[config.mk]
export PLATFORM = sky130hd
export DESIGN_NAME = occupancy_ray_cell_walker
export DESIGN_NICKNAME = d
export VERILOG_FILES = /design/src/rtl/orcw_pkg.sv /design/src/rtl/orcw_fifo.sv /design/src/rtl/orcw_front.sv /design/src/rtl/orcw_back.sv /design/src/rtl/occupancy_ray_cell_walker.sv
export SDC_FILE = /design/constraint.sdc
export NUM_CORES = 2
export LEC_CHECK = 0
export BUFFER_PORTS_ARGS = -buffer_cell sky130_fd_sc_hd__clkbuf_2
export CAP_MARGIN = 20
export CORE_MARGIN = 2
export CORE_UTILIZATION = 25
export CTS_CLUSTER_DIAMETER = 120
export DETAILED_ROUTE_END_ITERATION = 12
export GPL_ROUTABILITY_DRIVEN = 1
export PLACE_DENSITY = 0.46
export SLEW_MARGIN = 20
export SYNTH_ARGS = -nofsm -noshare
export SYNTH_HDL_FRONTEND = slang
export SYNTH_HIERARCHICAL = 1
export SYNTH_SLANG_ARGS = --single-unit
[constraint.sdc]
create_clock -name clk_i -period 14.54 [get_ports clk_i]
set_input_delay 2.181 -clock clk_i [delete_from_list [all_inputs] [get_ports clk_i]]
set_output_delay 2.181 -clock clk_i [all_outputs]
set_load 0.05 [all_outputs]
[src/rtl/orcw_pkg.sv]
// Shared types, constants and helpers for the occupancy ray cell walker.
// No dependencies; every other file imports this package.
`default_nettype none
package orcw_pkg;

  localparam int unsigned MAP_CELLS = 64;
  localparam int unsigned CELL_W    = $clog2(MAP_CELLS);
  localparam int unsigned COORD_W   = 32;
  localparam int unsigned SIZE_W    = 7;
  localparam int unsigned IDX_W     = 3;
  localparam int unsigned HDIV_W    = COORD_W + 1;
  localparam int unsigned HACC_W    = COORD_W + 2;
  localparam int unsigned DCNT_W    = $clog2(HDIV_W);

  localparam logic [IDX_W-1:0] REG_ENABLED = 3'd0;
  localparam logic [IDX_W-1:0] REG_MIN_X   = 3'd1;
  localparam logic [IDX_W-1:0] REG_MIN_Y   = 3'd2;
  localparam logic [IDX_W-1:0] REG_MAX_X   = 3'd3;
  localparam logic [IDX_W-1:0] REG_MAX_Y   = 3'd4;
  localparam logic [IDX_W-1:0] REG_CPM     = 3'd5;
  localparam logic [IDX_W-1:0] REG_WIDTH   = 3'd6;
  localparam logic [IDX_W-1:0] REG_HEIGHT  = 3'd7;

  localparam logic [COORD_W-1:0] CPM_RESET  = 32'd1310720;
  localparam logic [SIZE_W-1:0]  SIZE_RESET = SIZE_W'(MAP_CELLS);

  typedef enum logic [0:0] {
    K_HIT,
    K_RAY
  } kind_e;

  typedef enum logic [2:0] {
    F_IDLE,
    F_SUB,
    F_MUL,
    F_CLAMP,
    F_CLASS,
    F_PUSH
  } front_state_e;

  typedef enum logic [2:0] {
    B_IDLE,
    B_HIT,
    B_ABS,
    B_DIV,
    B_PREP,
    B_WALK
  } back_state_e;

  typedef struct packed {
    logic                      enabled;
    logic signed [COORD_W-1:0] min_x;
    logic signed [COORD_W-1:0] min_y;
    logic signed [COORD_W-1:0] max_x;
    logic signed [COORD_W-1:0] max_y;
    logic [COORD_W-1:0]        cpm;
    logic [CELL_W-1:0]         top_x;
    logic [CELL_W-1:0]         top_y;
  } cfg_t;

  typedef struct packed {
    kind_e                     kind;
    logic                      occ;
    logic [CELL_W-1:0]         cx;
    logic [CELL_W-1:0]         cy;
    logic                      y_major;
    logic                      maj_neg;
    logic                      min_neg;
    logic [CELL_W-1:0]         amaj;
    logic [CELL_W-1:0]         amin;
    logic signed [COORD_W-1:0] hp;
    logic signed [COORD_W-1:0] hs;
  } desc_t;

  function automatic logic [CELL_W-1:0] size_top(input logic [SIZE_W-1:0] n);
    logic [SIZE_W-1:0] c;
    c = n;
    if (c == '0) c = SIZE_W'(1);
    if (c > SIZE_W'(MAP_CELLS)) c = SIZE_W'(MAP_CELLS);
    return CELL_W'(c - SIZE_W'(1));
  endfunction

endpackage
`default_nettype wire

[src/rtl/orcw_fifo.sv]
// Two-entry queue of ray/hit descriptors between front and back.
// Depends on orcw_pkg.
`default_nettype none
module orcw_fifo (
  input  wire                clk_i,
  input  wire                rst_ni,
  input  wire                push_i,
  input  orcw_pkg::desc_t    data_i,
  output logic               full_o,
  input  wire                pop_i,
  output logic               empty_o,
  output orcw_pkg::desc_t    data_o
);
  import orcw_pkg::*;

  desc_t      mem_q [2];
  logic       wptr_q, wptr_d, rptr_q, rptr_d;
  logic [1:0] cnt_q, cnt_d;
  logic       do_push, do_pop;

  assign full_o  = cnt_q == 2'd2;
  assign empty_o = cnt_q == 2'd0;
  assign data_o  = mem_q[rptr_q];
  assign do_push = push_i && !full_o;
  assign do_pop  = pop_i && !empty_o;

  always_comb begin
    wptr_d = do_push ? !wptr_q : wptr_q;
    rptr_d = do_pop ? !rptr_q : rptr_q;
    cnt_d  = cnt_q + 2'(do_push) - 2'(do_pop);
  end

  always_ff @(posedge clk_i or negedge rst_ni) begin
    if (!rst_ni) begin
      wptr_q <= 1'b0;
      rptr_q <= 1'b0;
      cnt_q  <= 2'd0;
    end else begin
      wptr_q <= wptr_d;
      rptr_q <= rptr_d;
      cnt_q  <= cnt_d;
    end
  end

  always_ff @(posedge clk_i) begin
    if (do_push) mem_q[wptr_q] <= data_i;
  end

endmodule
`default_nettype wire

[src/rtl/orcw_front.sv]
// Front end: accepts items, maps points to cells and classifies rays.
// Depends on orcw_pkg; feeds orcw_fifo.
`default_nettype none
module orcw_front (
  input  wire                              clk_i,
  input  wire                              rst_ni,
  input  orcw_pkg::cfg_t                   cfg_i,
  input  wire                              push_i,
  output logic                             full_o,
  input  wire                              func_i,
  input  wire                              hit_i,
  input  wire  [orcw_pkg::COORD_W-1:0]     point_x_i,
  input  wire  [orcw_pkg::COORD_W-1:0]     point_y_i,
  input  wire  [orcw_pkg::COORD_W-1:0]     sensor_x_i,
  input  wire  [orcw_pkg::COORD_W-1:0]     sensor_y_i,
  input  wire  [orcw_pkg::COORD_W-1:0]     point_height_i,
  input  wire  [orcw_pkg::COORD_W-1:0]     sensor_height_i,
  output logic                             q_push_o,
  output orcw_pkg::desc_t                  q_data_o,
  input  wire                              q_full_i
);
  import orcw_pkg::*;

  front_state_e               state_q, state_d;
  logic [1:0]                 ci_q;
  logic                       func_q, hit_q;
  logic signed [COORD_W-1:0]  coord_q [4];
  logic signed [COORD_W-1:0]  hp_q, hs_q;
  logic [COORD_W-1:0]         d_q;
  logic [2*COORD_W-1:0]       prod_q;
  logic [CELL_W-1:0]          cell_q [4];
  desc_t                      desc_q;

  logic signed [COORD_W-1:0]  c_sel, lo_sel, hi_sel;
  logic [CELL_W-1:0]          top_sel, idx;
  logic [COORD_W-1:0]         cells;
  logic                       inb, last_coord;
  logic signed [CELL_W:0]     dx, dy;
  logic [CELL_W-1:0]          adx, ady;
  logic                       y_major;
  logic [CELL_W-1:0]          amaj;

  always_comb begin
    c_sel      = coord_q[ci_q];
    lo_sel     = ci_q[0] ? cfg_i.min_y : cfg_i.min_x;
    hi_sel     = ci_q[0] ? cfg_i.max_y : cfg_i.max_x;
    top_sel    = ci_q[0] ? cfg_i.top_y : cfg_i.top_x;
    inb        = (c_sel >= lo_sel) && (c_sel <= hi_sel);
    cells      = prod_q[2*COORD_W-1:COORD_W];
    idx        = (cells > COORD_W'(top_sel)) ? top_sel : cells[CELL_W-1:0];
    last_coord = func_q ? (ci_q == 2'd3) : (ci_q == 2'd1);
    dx         = $signed({1'b0, cell_q[0]}) - $signed({1'b0, cell_q[2]});
    dy         = $signed({1'b0, cell_q[1]}) - $signed({1'b0, cell_q[3]});
    adx        = dx[CELL_W] ? CELL_W'(-dx) : dx[CELL_W-1:0];
    ady        = dy[CELL_W] ? CELL_W'(-dy) : dy[CELL_W-1:0];
    y_major    = ady > adx;
    amaj       = y_major ? ady : adx;
  end

  always_comb begin
    state_d = state_q;
    unique case (state_q)
      F_IDLE:  if (push_i && cfg_i.enabled) state_d = F_SUB;
      F_SUB:   state_d = inb ? F_MUL : F_IDLE;
      F_MUL:   state_d = F_CLAMP;
      F_CLAMP: begin
        if (!last_coord) state_d = F_SUB;
        else state_d = func_q ? F_CLASS : F_PUSH;
      end
      F_CLASS: state_d = (amaj > CELL_W'(1)) ? F_PUSH : F_IDLE;
      F_PUSH:  if (!q_full_i) state_d = F_IDLE;
      default: state_d = F_IDLE;
    endcase
  end

  always_comb begin
    full_o   = state_q != F_IDLE;
    q_push_o = state_q == F_PUSH;
    q_data_o = desc_q;
  end

  always_ff @(posedge clk_i or negedge rst_ni) begin
    if (!rst_ni) begin
      state_q <= F_IDLE;
      ci_q    <= 2'd0;
    end else begin
      state_q <= state_d;
      if (state_q == F_IDLE) ci_q <= 2'd0;
      else if (state_q == F_CLAMP) ci_q <= ci_q + 2'd1;
    end
  end

  always_ff @(posedge clk_i) begin
    case (state_q)
      F_IDLE: begin
        func_q     <= func_i;
        hit_q      <= hit_i;
        coord_q[0] <= point_x_i;
        coord_q[1] <= point_y_i;
        coord_q[2] <= sensor_x_i;
        coord_q[3] <= sensor_y_i;
        hp_q       <= point_height_i;
        hs_q       <= sensor_height_i;
      end
      F_SUB:   d_q <= COORD_W'(c_sel - lo_sel);
      F_MUL:   prod_q <= d_q * cfg_i.cpm;
      F_CLAMP: begin
        cell_q[ci_q] <= idx;
        desc_q.kind  <= K_HIT;
        desc_q.occ   <= hit_q;
        desc_q.cx    <= cell_q[0];
        desc_q.cy    <= ci_q[0] ? idx : cell_q[1];
        desc_q.hp    <= hp_q;
        desc_q.hs    <= hs_q;
      end
      F_CLASS: begin
        desc_q.kind    <= K_RAY;
        desc_q.occ     <= 1'b0;
        desc_q.cx      <= cell_q[2];
        desc_q.cy      <= cell_q[3];
        desc_q.y_major <= y_major;
        desc_q.maj_neg <= y_major ? dy[CELL_W] : dx[CELL_W];
        desc_q.min_neg <= y_major ? dx[CELL_W] : dy[CELL_W];
        desc_q.amaj    <= amaj;
        desc_q.amin    <= y_major ? adx : ady;
      end
      default: ;
    endcase
  end

endmodule
`default_nettype wire

[src/rtl/orcw_back.sv]
// Back end: walks rays with running remainders and emits cell updates.
// Depends on orcw_pkg; drains orcw_fifo.
`default_nettype none
module orcw_back (
  input  wire                              clk_i,
  input  wire                              rst_ni,
  input  wire                              q_empty_i,
  input  orcw_pkg::desc_t                  q_data_i,
  output logic                             q_pop_o,
  output logic                             empty,
  input  wire                              pop,
  output logic [orcw_pkg::CELL_W-1:0]      cell_x_o,
  output logic [orcw_pkg::CELL_W-1:0]      cell_y_o,
  output logic                             occupied_o,
  output logic [orcw_pkg::COORD_W-1:0]     cell_height_o,
  output logic                             last_o
);
  import orcw_pkg::*;

  back_state_e               state_q, state_d;
  desc_t                     desc_q;
  logic signed [HDIV_W-1:0]  hdiff_q;
  logic                      hneg_q;
  logic [HDIV_W-1:0]         div_q;
  logic [CELL_W-1:0]         rem_q;
  logic [DCNT_W-1:0]         cnt_q;
  logic [HACC_W-1:0]         stepq_q, stepq1_q;
  logic signed [HACC_W-1:0]  h_q;
  logic [CELL_W-1:0]         k_q, qo_q;
  logic [CELL_W+1:0]         ro_q, rh_q;

  logic                      ovalid_q;
  logic [CELL_W-1:0]         ocx_q, ocy_q;
  logic                      oocc_q, olast_q;
  logic [COORD_W-1:0]        oh_q;

  logic                      can_load, emit, walk_last;
  logic [CELL_W:0]           t, two_maj;
  logic                      ge;
  logic [CELL_W+1:0]         ro_s, rh_s, ro_n, rh_n;
  logic                      co, ch;
  logic [CELL_W-1:0]         qo_n;
  logic signed [HACC_W-1:0]  h_n;
  logic [CELL_W:0]           off, kk, minor_c, major_c;
  logic [HACC_W-1:0]         qwide;

  always_comb begin
    can_load  = !ovalid_q || pop;
    two_maj   = {desc_q.amaj, 1'b0};
    walk_last = k_q == (desc_q.amaj - CELL_W'(1));
    t         = {rem_q, div_q[HDIV_W-1]};
    ge        = t >= {1'b0, desc_q.amaj};
    qwide     = {1'b0, div_q};
    ro_s      = ro_q + {1'b0, desc_q.amin, 1'b0};
    co        = ro_s >= {1'b0, two_maj};
    ro_n      = co ? ro_s - {1'b0, two_maj} : ro_s;
    qo_n      = qo_q + CELL_W'(co);
    rh_s      = rh_q + {1'b0, rem_q, 1'b0};
    ch        = rh_s >= {1'b0, two_maj};
    rh_n      = ch ? rh_s - {1'b0, two_maj} : rh_s;
    h_n       = h_q + $signed(ch ? stepq1_q : stepq_q);
    off       = desc_q.min_neg ? -{1'b0, qo_n} : {1'b0, qo_n};
    kk        = desc_q.maj_neg ? -{1'b0, k_q} : {1'b0, k_q};
    minor_c   = (desc_q.y_major ? {1'b0, desc_q.cx} : {1'b0, desc_q.cy}) + off;
    major_c   = (desc_q.y_major ? {1'b0, desc_q.cy} : {1'b0, desc_q.cx}) + kk;
  end

  always_comb begin
    state_d = state_q;
    unique case (state_q)
      B_IDLE: begin
        if (!q_empty_i) state_d = (q_data_i.kind == K_HIT) ? B_HIT : B_ABS;
      end
      B_HIT:  if (can_load) state_d = B_IDLE;
      B_ABS:  state_d = B_DIV;
      B_DIV:  if (cnt_q == DCNT_W'(HDIV_W - 1)) state_d = B_PREP;
      B_PREP: state_d = B_WALK;
      B_WALK: if (can_load && walk_last) state_d = B_IDLE;
      default: state_d = B_IDLE;
    endcase
  end

  always_comb begin
    q_pop_o       = (state_q == B_IDLE) && !q_empty_i;
    emit          = can_load && ((state_q == B_HIT) || (state_q == B_WALK));
    empty         = !ovalid_q;
    cell_x_o      = ocx_q;
    cell_y_o      = ocy_q;
    occupied_o    = oocc_q;
    cell_height_o = oh_q;
    last_o        = olast_q;
  end

  always_ff @(posedge clk_i or negedge rst_ni) begin
    if (!rst_ni) begin
      state_q  <= B_IDLE;
      ovalid_q <= 1'b0;
    end else begin
      state_q <= state_d;
      if (emit) ovalid_q <= 1'b1;
      else if (pop) ovalid_q <= 1'b0;
    end
  end

  always_ff @(posedge clk_i) begin
    case (state_q)
      B_IDLE: begin
        desc_q  <= q_data_i;
        hdiff_q <= HDIV_W'(q_data_i.hp) - HDIV_W'(q_data_i.hs);
      end
      B_ABS: begin
        hneg_q <= hdiff_q[HDIV_W-1];
        div_q  <= hdiff_q[HDIV_W-1] ? HDIV_W'(-hdiff_q) : hdiff_q;
        rem_q  <= '0;
        cnt_q  <= '0;
      end
      B_DIV: begin
        rem_q <= ge ? CELL_W'(t - {1'b0, desc_q.amaj}) : t[CELL_W-1:0];
        div_q <= {div_q[HDIV_W-2:0], ge};
        cnt_q <= cnt_q + DCNT_W'(1);
      end
      B_PREP: begin
        stepq_q  <= hneg_q ? ~qwide + HACC_W'(1) : qwide;
        stepq1_q <= hneg_q ? ~qwide : qwide + HACC_W'(1);
        h_q      <= HACC_W'(desc_q.hs);
        k_q      <= CELL_W'(1);
        qo_q     <= '0;
        ro_q     <= {2'b00, desc_q.amaj};
        rh_q     <= {2'b00, desc_q.amaj};
      end
      B_WALK: begin
        if (can_load) begin
          k_q  <= k_q + CELL_W'(1);
          qo_q <= qo_n;
          ro_q <= ro_n;
          rh_q <= rh_n;
          h_q  <= h_n;
        end
      end
      default: ;
    endcase

    if (emit) begin
      if (state_q == B_HIT) begin
        ocx_q   <= desc_q.cx;
        ocy_q   <= desc_q.cy;
        oocc_q  <= desc_q.occ;
        oh_q    <= desc_q.hp;
        olast_q <= 1'b1;
      end else begin
        ocx_q   <= desc_q.y_major ? minor_c[CELL_W-1:0] : major_c[CELL_W-1:0];
        ocy_q   <= desc_q.y_major ? major_c[CELL_W-1:0] : minor_c[CELL_W-1:0];
        oocc_q  <= 1'b0;
        oh_q    <= h_n[COORD_W-1:0];
        olast_q <= walk_last;
      end
    end
  end

endmodule
`default_nettype wire

[src/rtl/occupancy_ray_cell_walker.sv]
// Top level: configuration registers, front end, descriptor queue, back end.
// Depends on orcw_pkg, orcw_front, orcw_fifo and orcw_back.
//
// Converts lidar returns into occupancy grid cell updates. A point item
// (func_i low) maps one point to a cell and yields a single update; a ray
// item yields one free-cell update per cell strictly between sensor and
// return point along the major axis. The front end maps each coordinate by
// a bound check, a 32x32 multiply and a clamp on one shared multiplier, and
// holds full high while it works, so it takes no new item before it is
// through with the last. The back end runs a serial divider per ray for the
// height slope, then emits one update per cycle while the result side takes
// them, up to 62 per ray. A two-deep descriptor queue lets the front map the
// next item while the back walks a ray.
`default_nettype none
module occupancy_ray_cell_walker (
  input  wire                              clk_i,
  input  wire                              rst_ni,
  input  wire                              cfg_we_i,
  input  wire  [orcw_pkg::IDX_W-1:0]       cfg_idx_i,
  input  wire  [orcw_pkg::COORD_W-1:0]     cfg_wdata_i,
  input  wire                              push,
  output logic                             full,
  input  wire                              func_i,
  input  wire                              hit_i,
  input  wire  [orcw_pkg::COORD_W-1:0]     point_x_i,
  input  wire  [orcw_pkg::COORD_W-1:0]     point_y_i,
  input  wire  [orcw_pkg::COORD_W-1:0]     sensor_x_i,
  input  wire  [orcw_pkg::COORD_W-1:0]     sensor_y_i,
  input  wire  [orcw_pkg::COORD_W-1:0]     point_height_i,
  input  wire  [orcw_pkg::COORD_W-1:0]     sensor_height_i,
  output logic                             empty,
  input  wire                              pop,
  output logic [orcw_pkg::CELL_W-1:0]      cell_x_o,
  output logic [orcw_pkg::CELL_W-1:0]      cell_y_o,
  output logic                             occupied_o,
  output logic [orcw_pkg::COORD_W-1:0]     cell_height_o,
  output logic                             last_o
);
  import orcw_pkg::*;

  logic               en_q;
  logic [COORD_W-1:0] min_x_q, min_y_q, max_x_q, max_y_q, cpm_q;
  logic [SIZE_W-1:0]  width_q, height_q;
  cfg_t               cfg;
  logic               q_push, q_full, q_pop, q_empty;
  desc_t              q_wdata, q_rdata;

  always_ff @(posedge clk_i or negedge rst_ni) begin
    if (!rst_ni) begin
      en_q     <= 1'b0;
      min_x_q  <= '0;
      min_y_q  <= '0;
      max_x_q  <= '0;
      max_y_q  <= '0;
      cpm_q    <= CPM_RESET;
      width_q  <= SIZE_RESET;
      height_q <= SIZE_RESET;
    end else if (cfg_we_i) begin
      unique case (cfg_idx_i)
        REG_ENABLED: en_q     <= cfg_wdata_i[0];
        REG_MIN_X:   min_x_q  <= cfg_wdata_i;
        REG_MIN_Y:   min_y_q  <= cfg_wdata_i;
        REG_MAX_X:   max_x_q  <= cfg_wdata_i;
        REG_MAX_Y:   max_y_q  <= cfg_wdata_i;
        REG_CPM:     cpm_q    <= cfg_wdata_i;
        REG_WIDTH:   width_q  <= cfg_wdata_i[SIZE_W-1:0];
        REG_HEIGHT:  height_q <= cfg_wdata_i[SIZE_W-1:0];
        default: ;
      endcase
    end
  end

  always_comb begin
    cfg.enabled = en_q;
    cfg.min_x   = min_x_q;
    cfg.min_y   = min_y_q;
    cfg.max_x   = max_x_q;
    cfg.max_y   = max_y_q;
    cfg.cpm     = cpm_q;
    cfg.top_x   = size_top(width_q);
    cfg.top_y   = size_top(height_q);
  end

  orcw_front u_front (
    .clk_i           (clk_i),
    .rst_ni          (rst_ni),
    .cfg_i           (cfg),
    .push_i          (push),
    .full_o          (full),
    .func_i          (func_i),
    .hit_i           (hit_i),
    .point_x_i       (point_x_i),
    .point_y_i       (point_y_i),
    .sensor_x_i      (sensor_x_i),
    .sensor_y_i      (sensor_y_i),
    .point_height_i  (point_height_i),
    .sensor_height_i (sensor_height_i),
    .q_push_o        (q_push),
    .q_data_o        (q_wdata),
    .q_full_i        (q_full)
  );

  orcw_fifo u_fifo (
    .clk_i   (clk_i),
    .rst_ni  (rst_ni),
    .push_i  (q_push),
    .data_i  (q_wdata),
    .full_o  (q_full),
    .pop_i   (q_pop),
    .empty_o (q_empty),
    .data_o  (q_rdata)
  );

  orcw_back u_back (
    .clk_i         (clk_i),
    .rst_ni        (rst_ni),
    .q_empty_i     (q_empty),
    .q_data_i      (q_rdata),
    .q_pop_o       (q_pop),
    .empty         (empty),
    .pop           (pop),
    .cell_x_o      (cell_x_o),
    .cell_y_o      (cell_y_o),
    .occupied_o    (occupied_o),
    .cell_height_o (cell_height_o),
    .last_o        (last_o)
  );

endmodule
`default_nettype wire

==> results.md <==
- The number of global-route vias before repair is 56700.
- Counting cells, the worst reg-to-reg path comes to 21.
- For the pin with the worst max-slew slack, the measured transition is 1.10 ns.
- Global routing used 14.0% of the available tracks.
- The top-area cell type share of the netlist area is 32.4%.
- The number of antenna violations at the first check in global routing is 25.
- Setup repair after global routing left no endpoint under its margin.
- The synthesized design contains 1089 register bits.
- The initial core utilization is 25.1%.
- The depth of the CTS H-tree is 3.
- The top-level port count is 282.
- The final layout net count is 8962.
- The minimum period implied by the final worst setup slack is 8.34 ns.
- The maximum number of pins on one net before global-route repair is 113.
- The number of filler cells placed in the layout is 34400.
- In this run the tightest slew margin relative to its limit is 26.4%.
- Counting distinct cell types in the post-synthesis netlist gives 111.
- The overall die width is 582 µm.
- Global routing used 19.2% of the available met1 tracks.
- The number of nets produced by synthesis is 8806.
- The share of final-layout standard cells stronger than drive strength 1 is 13.3%.
- The synthesized area per cell is 11.6 µm².
- The number of clock sinks is 1089.
- In the routed design, unresolved DRC markers number 0.
- The wire length of the first global-routing pass is 362000 µm.
- The fraction of registers with async set/reset is 17.3%.
- The cell with the largest stage delay on the worst path is sky130_fd_sc_hd__dfrtp_1.
- After clock tree synthesis, the clock-pin slew on the worst setup and hold paths is 0.07 ns.
- The aggregate global routing overflow is 0.
- The type of the worst setup path is register to register.
- The count of final hold-check violations is 0.
- The number of detailed-route iterations in the first pass is 6.
- Timing would allow up to 120 MHz.
- The clock arrives with 0.0817 ns of skew.
- The die covers 339000 µm².
- For this run, the leading register cell type out of synthesis is sky130_fd_sc_hd__edfxtp_1.
- Sequential elements use 38.1% of the synthesized area.
- The number of enable-type register cells in the synthesized netlist is 901.
- STA classifies the critical path endpoint as a register.
- The fraction of the core area covered by cells at the end of the flow is 28.1%.
- In this design, the critical path's most frequently occurring cell is sky130_fd_sc_hd__fa_1.
- The post-CTS setup repair buffer count is 0.
- Of the available clock period, the critical path in the final layout requires 57.4%.
- The most instantiated library cell after synthesis is sky130_fd_sc_hd__inv_1.
- The final HPWL from detailed placement is 179000 µm.
- The TritonCTS clock tree is yes.
- The standard cell core area is 333000 µm².
- The average via count per standard cell is 4.48.
- The post-layout instance count excluding filler cells is 11800.
- Walking the worst path, the cells encountered are buf_4 -> nand2_1 -> fa_1 -> fa_1 -> inv_1 -> fa_1 -> fa_1 -> fa_1 -> fa_1 -> fa_1 -> inv_1 -> fa_1 -> inv_1 -> ha_1 -> nand4_1 -> nand2b_1 -> a21oi_1 -> o41ai_4 -> a311oi_4 -> a31oi_2 -> o311ai_2.
- The element type at the critical path start is a register.
- The met3 layer usage reported by global route is 1.84%.
- At the worst endpoint, the arrival time is 8.80 ns.
- Detailed routing inserted a total of 53100 vias.
- The floorplan has 212 rows.
- The count of final max-slew check failures is 0.
- The initial detailed-routing violation count is 3424.
- The signed area change from the synthesized netlist to the final layout is 12.2%.
- The wire length reported by the detailed router is 238000 µm.
- After synthesis, the cell types taking the most area are sky130_fd_sc_hd__edfxtp_1 (32%), sky130_fd_sc_hd__fa_1 (22%), sky130_fd_sc_hd__ha_1 (7.1%).
- The final-layout setup total negative slack is 0 ns.
- The number of gates resized after CTS was 0.
- The congestion estimate from routability-driven global placement came to 0.828.
- Counting instances in the post-synthesis netlist gives the leading cell types as sky130_fd_sc_hd__inv_1 (1025), sky130_fd_sc_hd__fa_1 (907), sky130_fd_sc_hd__edfxtp_1 (901).
- The clock latency on the worst-skew pair is 0.75 ns.
- The number of buffers added on ports is 281.
- The worst path required time is 15.00 ns.
- For this run, the slowest stage of the critical path takes 0.89 ns.
- In the global route stage, met2 resource usage came out at 23.2%.
- The detail-routed net length per standard cell is 20.1 µm.
- The hold-critical path depth is 0.
- Of all cell types, the one taking the most synthesized area is sky130_fd_sc_hd__edfxtp_1.
- In this run, placement finished with an instance count of 11600.
- In this run the worst path has a maximum fanout of 19.
- Once detail routing completed, the nets flagged for antenna violations numbered 0.
- Synthesis produced a netlist whose cell count is 7193.
- The number of max-capacitance violations reported is 0.
- The Yosys step of the flow raised 6 warnings.
- In this run the worst hold path is classified as register to register.
- For this design, the CTS-stage hold fixing added 0 buffers.
- Counting along the longest clock path gives a buffer depth of 3.
- The number of buffers added by the clock tree synthesis step is 110.
- Summing every instance area after synthesis gives 83500 µm².
- The die outline height is 582 µm.
- The root buffer cell chosen for the clock tree is sky130_fd_sc_hd__clkbuf_16.
- The flow ran to the end, and the final reports show no timing, DRC or antenna violations.
- The busiest layer in global routing is met2.
- The number of setup violations in the final report is 0.
cells in the final DEF (no fill, tap or decap), types with 16 or more instances in the layout:
master | synthesis | routed
sky130_fd_sc_hd__o31ai_1 | 22 | 22
sky130_fd_sc_hd__clkinv_2 | 0 | 22
sky130_fd_sc_hd__nand3_1 | 64 | 64
sky130_fd_sc_hd__nor3_1 | 33 | 32
sky130_fd_sc_hd__and2_1 | 632 | 632
sky130_fd_sc_hd__a21o_1 | 101 | 101
sky130_fd_sc_hd__o21a_1 | 21 | 21
sky130_fd_sc_hd__nor2_1 | 145 | 142
sky130_fd_sc_hd__mux2i_1 | 95 | 95
sky130_fd_sc_hd__xnor2_1 | 168 | 168
sky130_fd_sc_hd__dfrtp_1 | 184 | 180
sky130_fd_sc_hd__mux4_2 | 32 | 32
sky130_fd_sc_hd__buf_4 | 1 | 96
sky130_fd_sc_hd__nor4_1 | 19 | 19
sky130_fd_sc_hd__nand2_1 | 649 | 648
sky130_fd_sc_hd__clkbuf_2 | 0 | 280
sky130_fd_sc_hd__a31oi_1 | 32 | 32
sky130_fd_sc_hd__or3_1 | 19 | 19
sky130_fd_sc_hd__fa_1 | 907 | 907
sky130_fd_sc_hd__nor2b_1 | 44 | 43
sky130_fd_sc_hd__a21oi_1 | 242 | 242
sky130_fd_sc_hd__xor2_1 | 106 | 106
sky130_fd_sc_hd__nand2b_1 | 39 | 39
sky130_fd_sc_hd__ha_1 | 472 | 472
sky130_fd_sc_hd__edfxtp_1 | 901 | 901
sky130_fd_sc_hd__clkbuf_16 | 0 | 110
sky130_fd_sc_hd__clkinvlp_4 | 0 | 16
sky130_fd_sc_hd__mux2_2 | 317 | 317
sky130_fd_sc_hd__inv_1 | 1025 | 1023
sky130_fd_sc_hd__and3_1 | 33 | 32
sky130_fd_sc_hd__nand4_1 | 45 | 45
sky130_fd_sc_hd__o211ai_1 | 16 | 16
sky130_fd_sc_hd__o21bai_1 | 30 | 29
sky130_fd_sc_hd__o21ai_0 | 230 | 230
sky130_fd_sc_hd__a211oi_1 | 23 | 23
worst paths after layout:
| check | startpoint | to | slack, ns |
|---|---|---|---|
| min reg2reg | u_front/hp_q[0]$_DFFE_PP_ | u_front/q_data_o[32]$_DFFE_PP_ | 0.42 |
| max reg2reg | cpm_q[19]$_DFFE_PN0P_ | u_front/prod_q[62]$_DFFE_PP_ | 6.20 |
| max in group asynchronous | rst_ni | u_front/ci_q[0]$_DFFE_PN0P_ | 11.52 |
| min | u_front/hp_q[0]$_DFFE_PP_ | u_front/q_data_o[32]$_DFFE_PP_ | 0.42 |
| max | cpm_q[19]$_DFFE_PN0P_ | u_front/prod_q[62]$_DFFE_PP_ | 6.20 |
| min in group asynchronous | rst_ni | max_x_q[30]$_DFFE_PN0P_ | 1.42 |
cell families after synthesis:
kind of cell               Yosys count  share of synthesized area [%]
and+or+nand+nor                   1810                           11.3
adders and majority gates         1379                           28.8
buffers and inverters             1362                           6.27
DFF                               1089                           38.1
AOI/OAI and AO/OA                  828                           6.28
muxes                              449                           6.35
xor gates and xnor gates           276                           2.93
registers in the layout, indices dropped and copies added, names as in the netlist, 33 cells and up:
signal and flops:
u_back/hdiff_q 33, u_front/coord_q 128, u_fifo/mem_q 186, u_front/q_data_o 93, u_back/desc_q 92, u_back/div_q 33
through the flow:
| stage | hold slack [ns] | setup WS [ns] | instance area, µm² |
|---|---|---|---|
| 4_1_cts | 0.420 | 6.16 | 93600 |
| 5_1_grt | 0.422 | 5.94 | 93700 |
| 6_report | 0.420 | 6.20 | 93700 |
| 3_5_place_dp | 0.405 | 6.20 | 89800 |
| 3_3_place_gp | 0.405 | 6.14 | 89800 |
| 2_1_floorplan | 0.400 | 4.63 | 83500 |
critical path, delay by kind of cell (launching register included):
family          cells  cell delay, ns
fa+ha+maj           9            4.50
compound gates      5            1.34
flops               1            0.89
simple gates        3            0.70
buf+inv             4            0.61
cell type report:
cell class / instances / area, µm² / area share [%]
Timing Repair Buffer: 380 / 2200 / 2.35
Clock buffer: 121 / 2800 / 2.99
Clock inverter: 85 / 976 / 1.04
Multi-Input combinational cell: 4742 / 46600 / 49.7
Antenna cell: 9 / 22.5 / 0.0240
Tap cell: 4387 / 5490 / 5.86
Inverter: 1026 / 3860 / 4.12
Sequential cell: 1089 / 31800 / 33.9
metal layers:
metal,part of all wire (%),vias to the layer above,routed length (µm)
li1,-,24100,-
met1,46,27300,108000
met2,47,1301,112000
met3,4.4,321,10400
met4,2.8,6,6680
met5,0.017,-,41
Power is not shown: default switching activity piles up to over one toggle a cycle in this logic, so the estimate is an artifact.
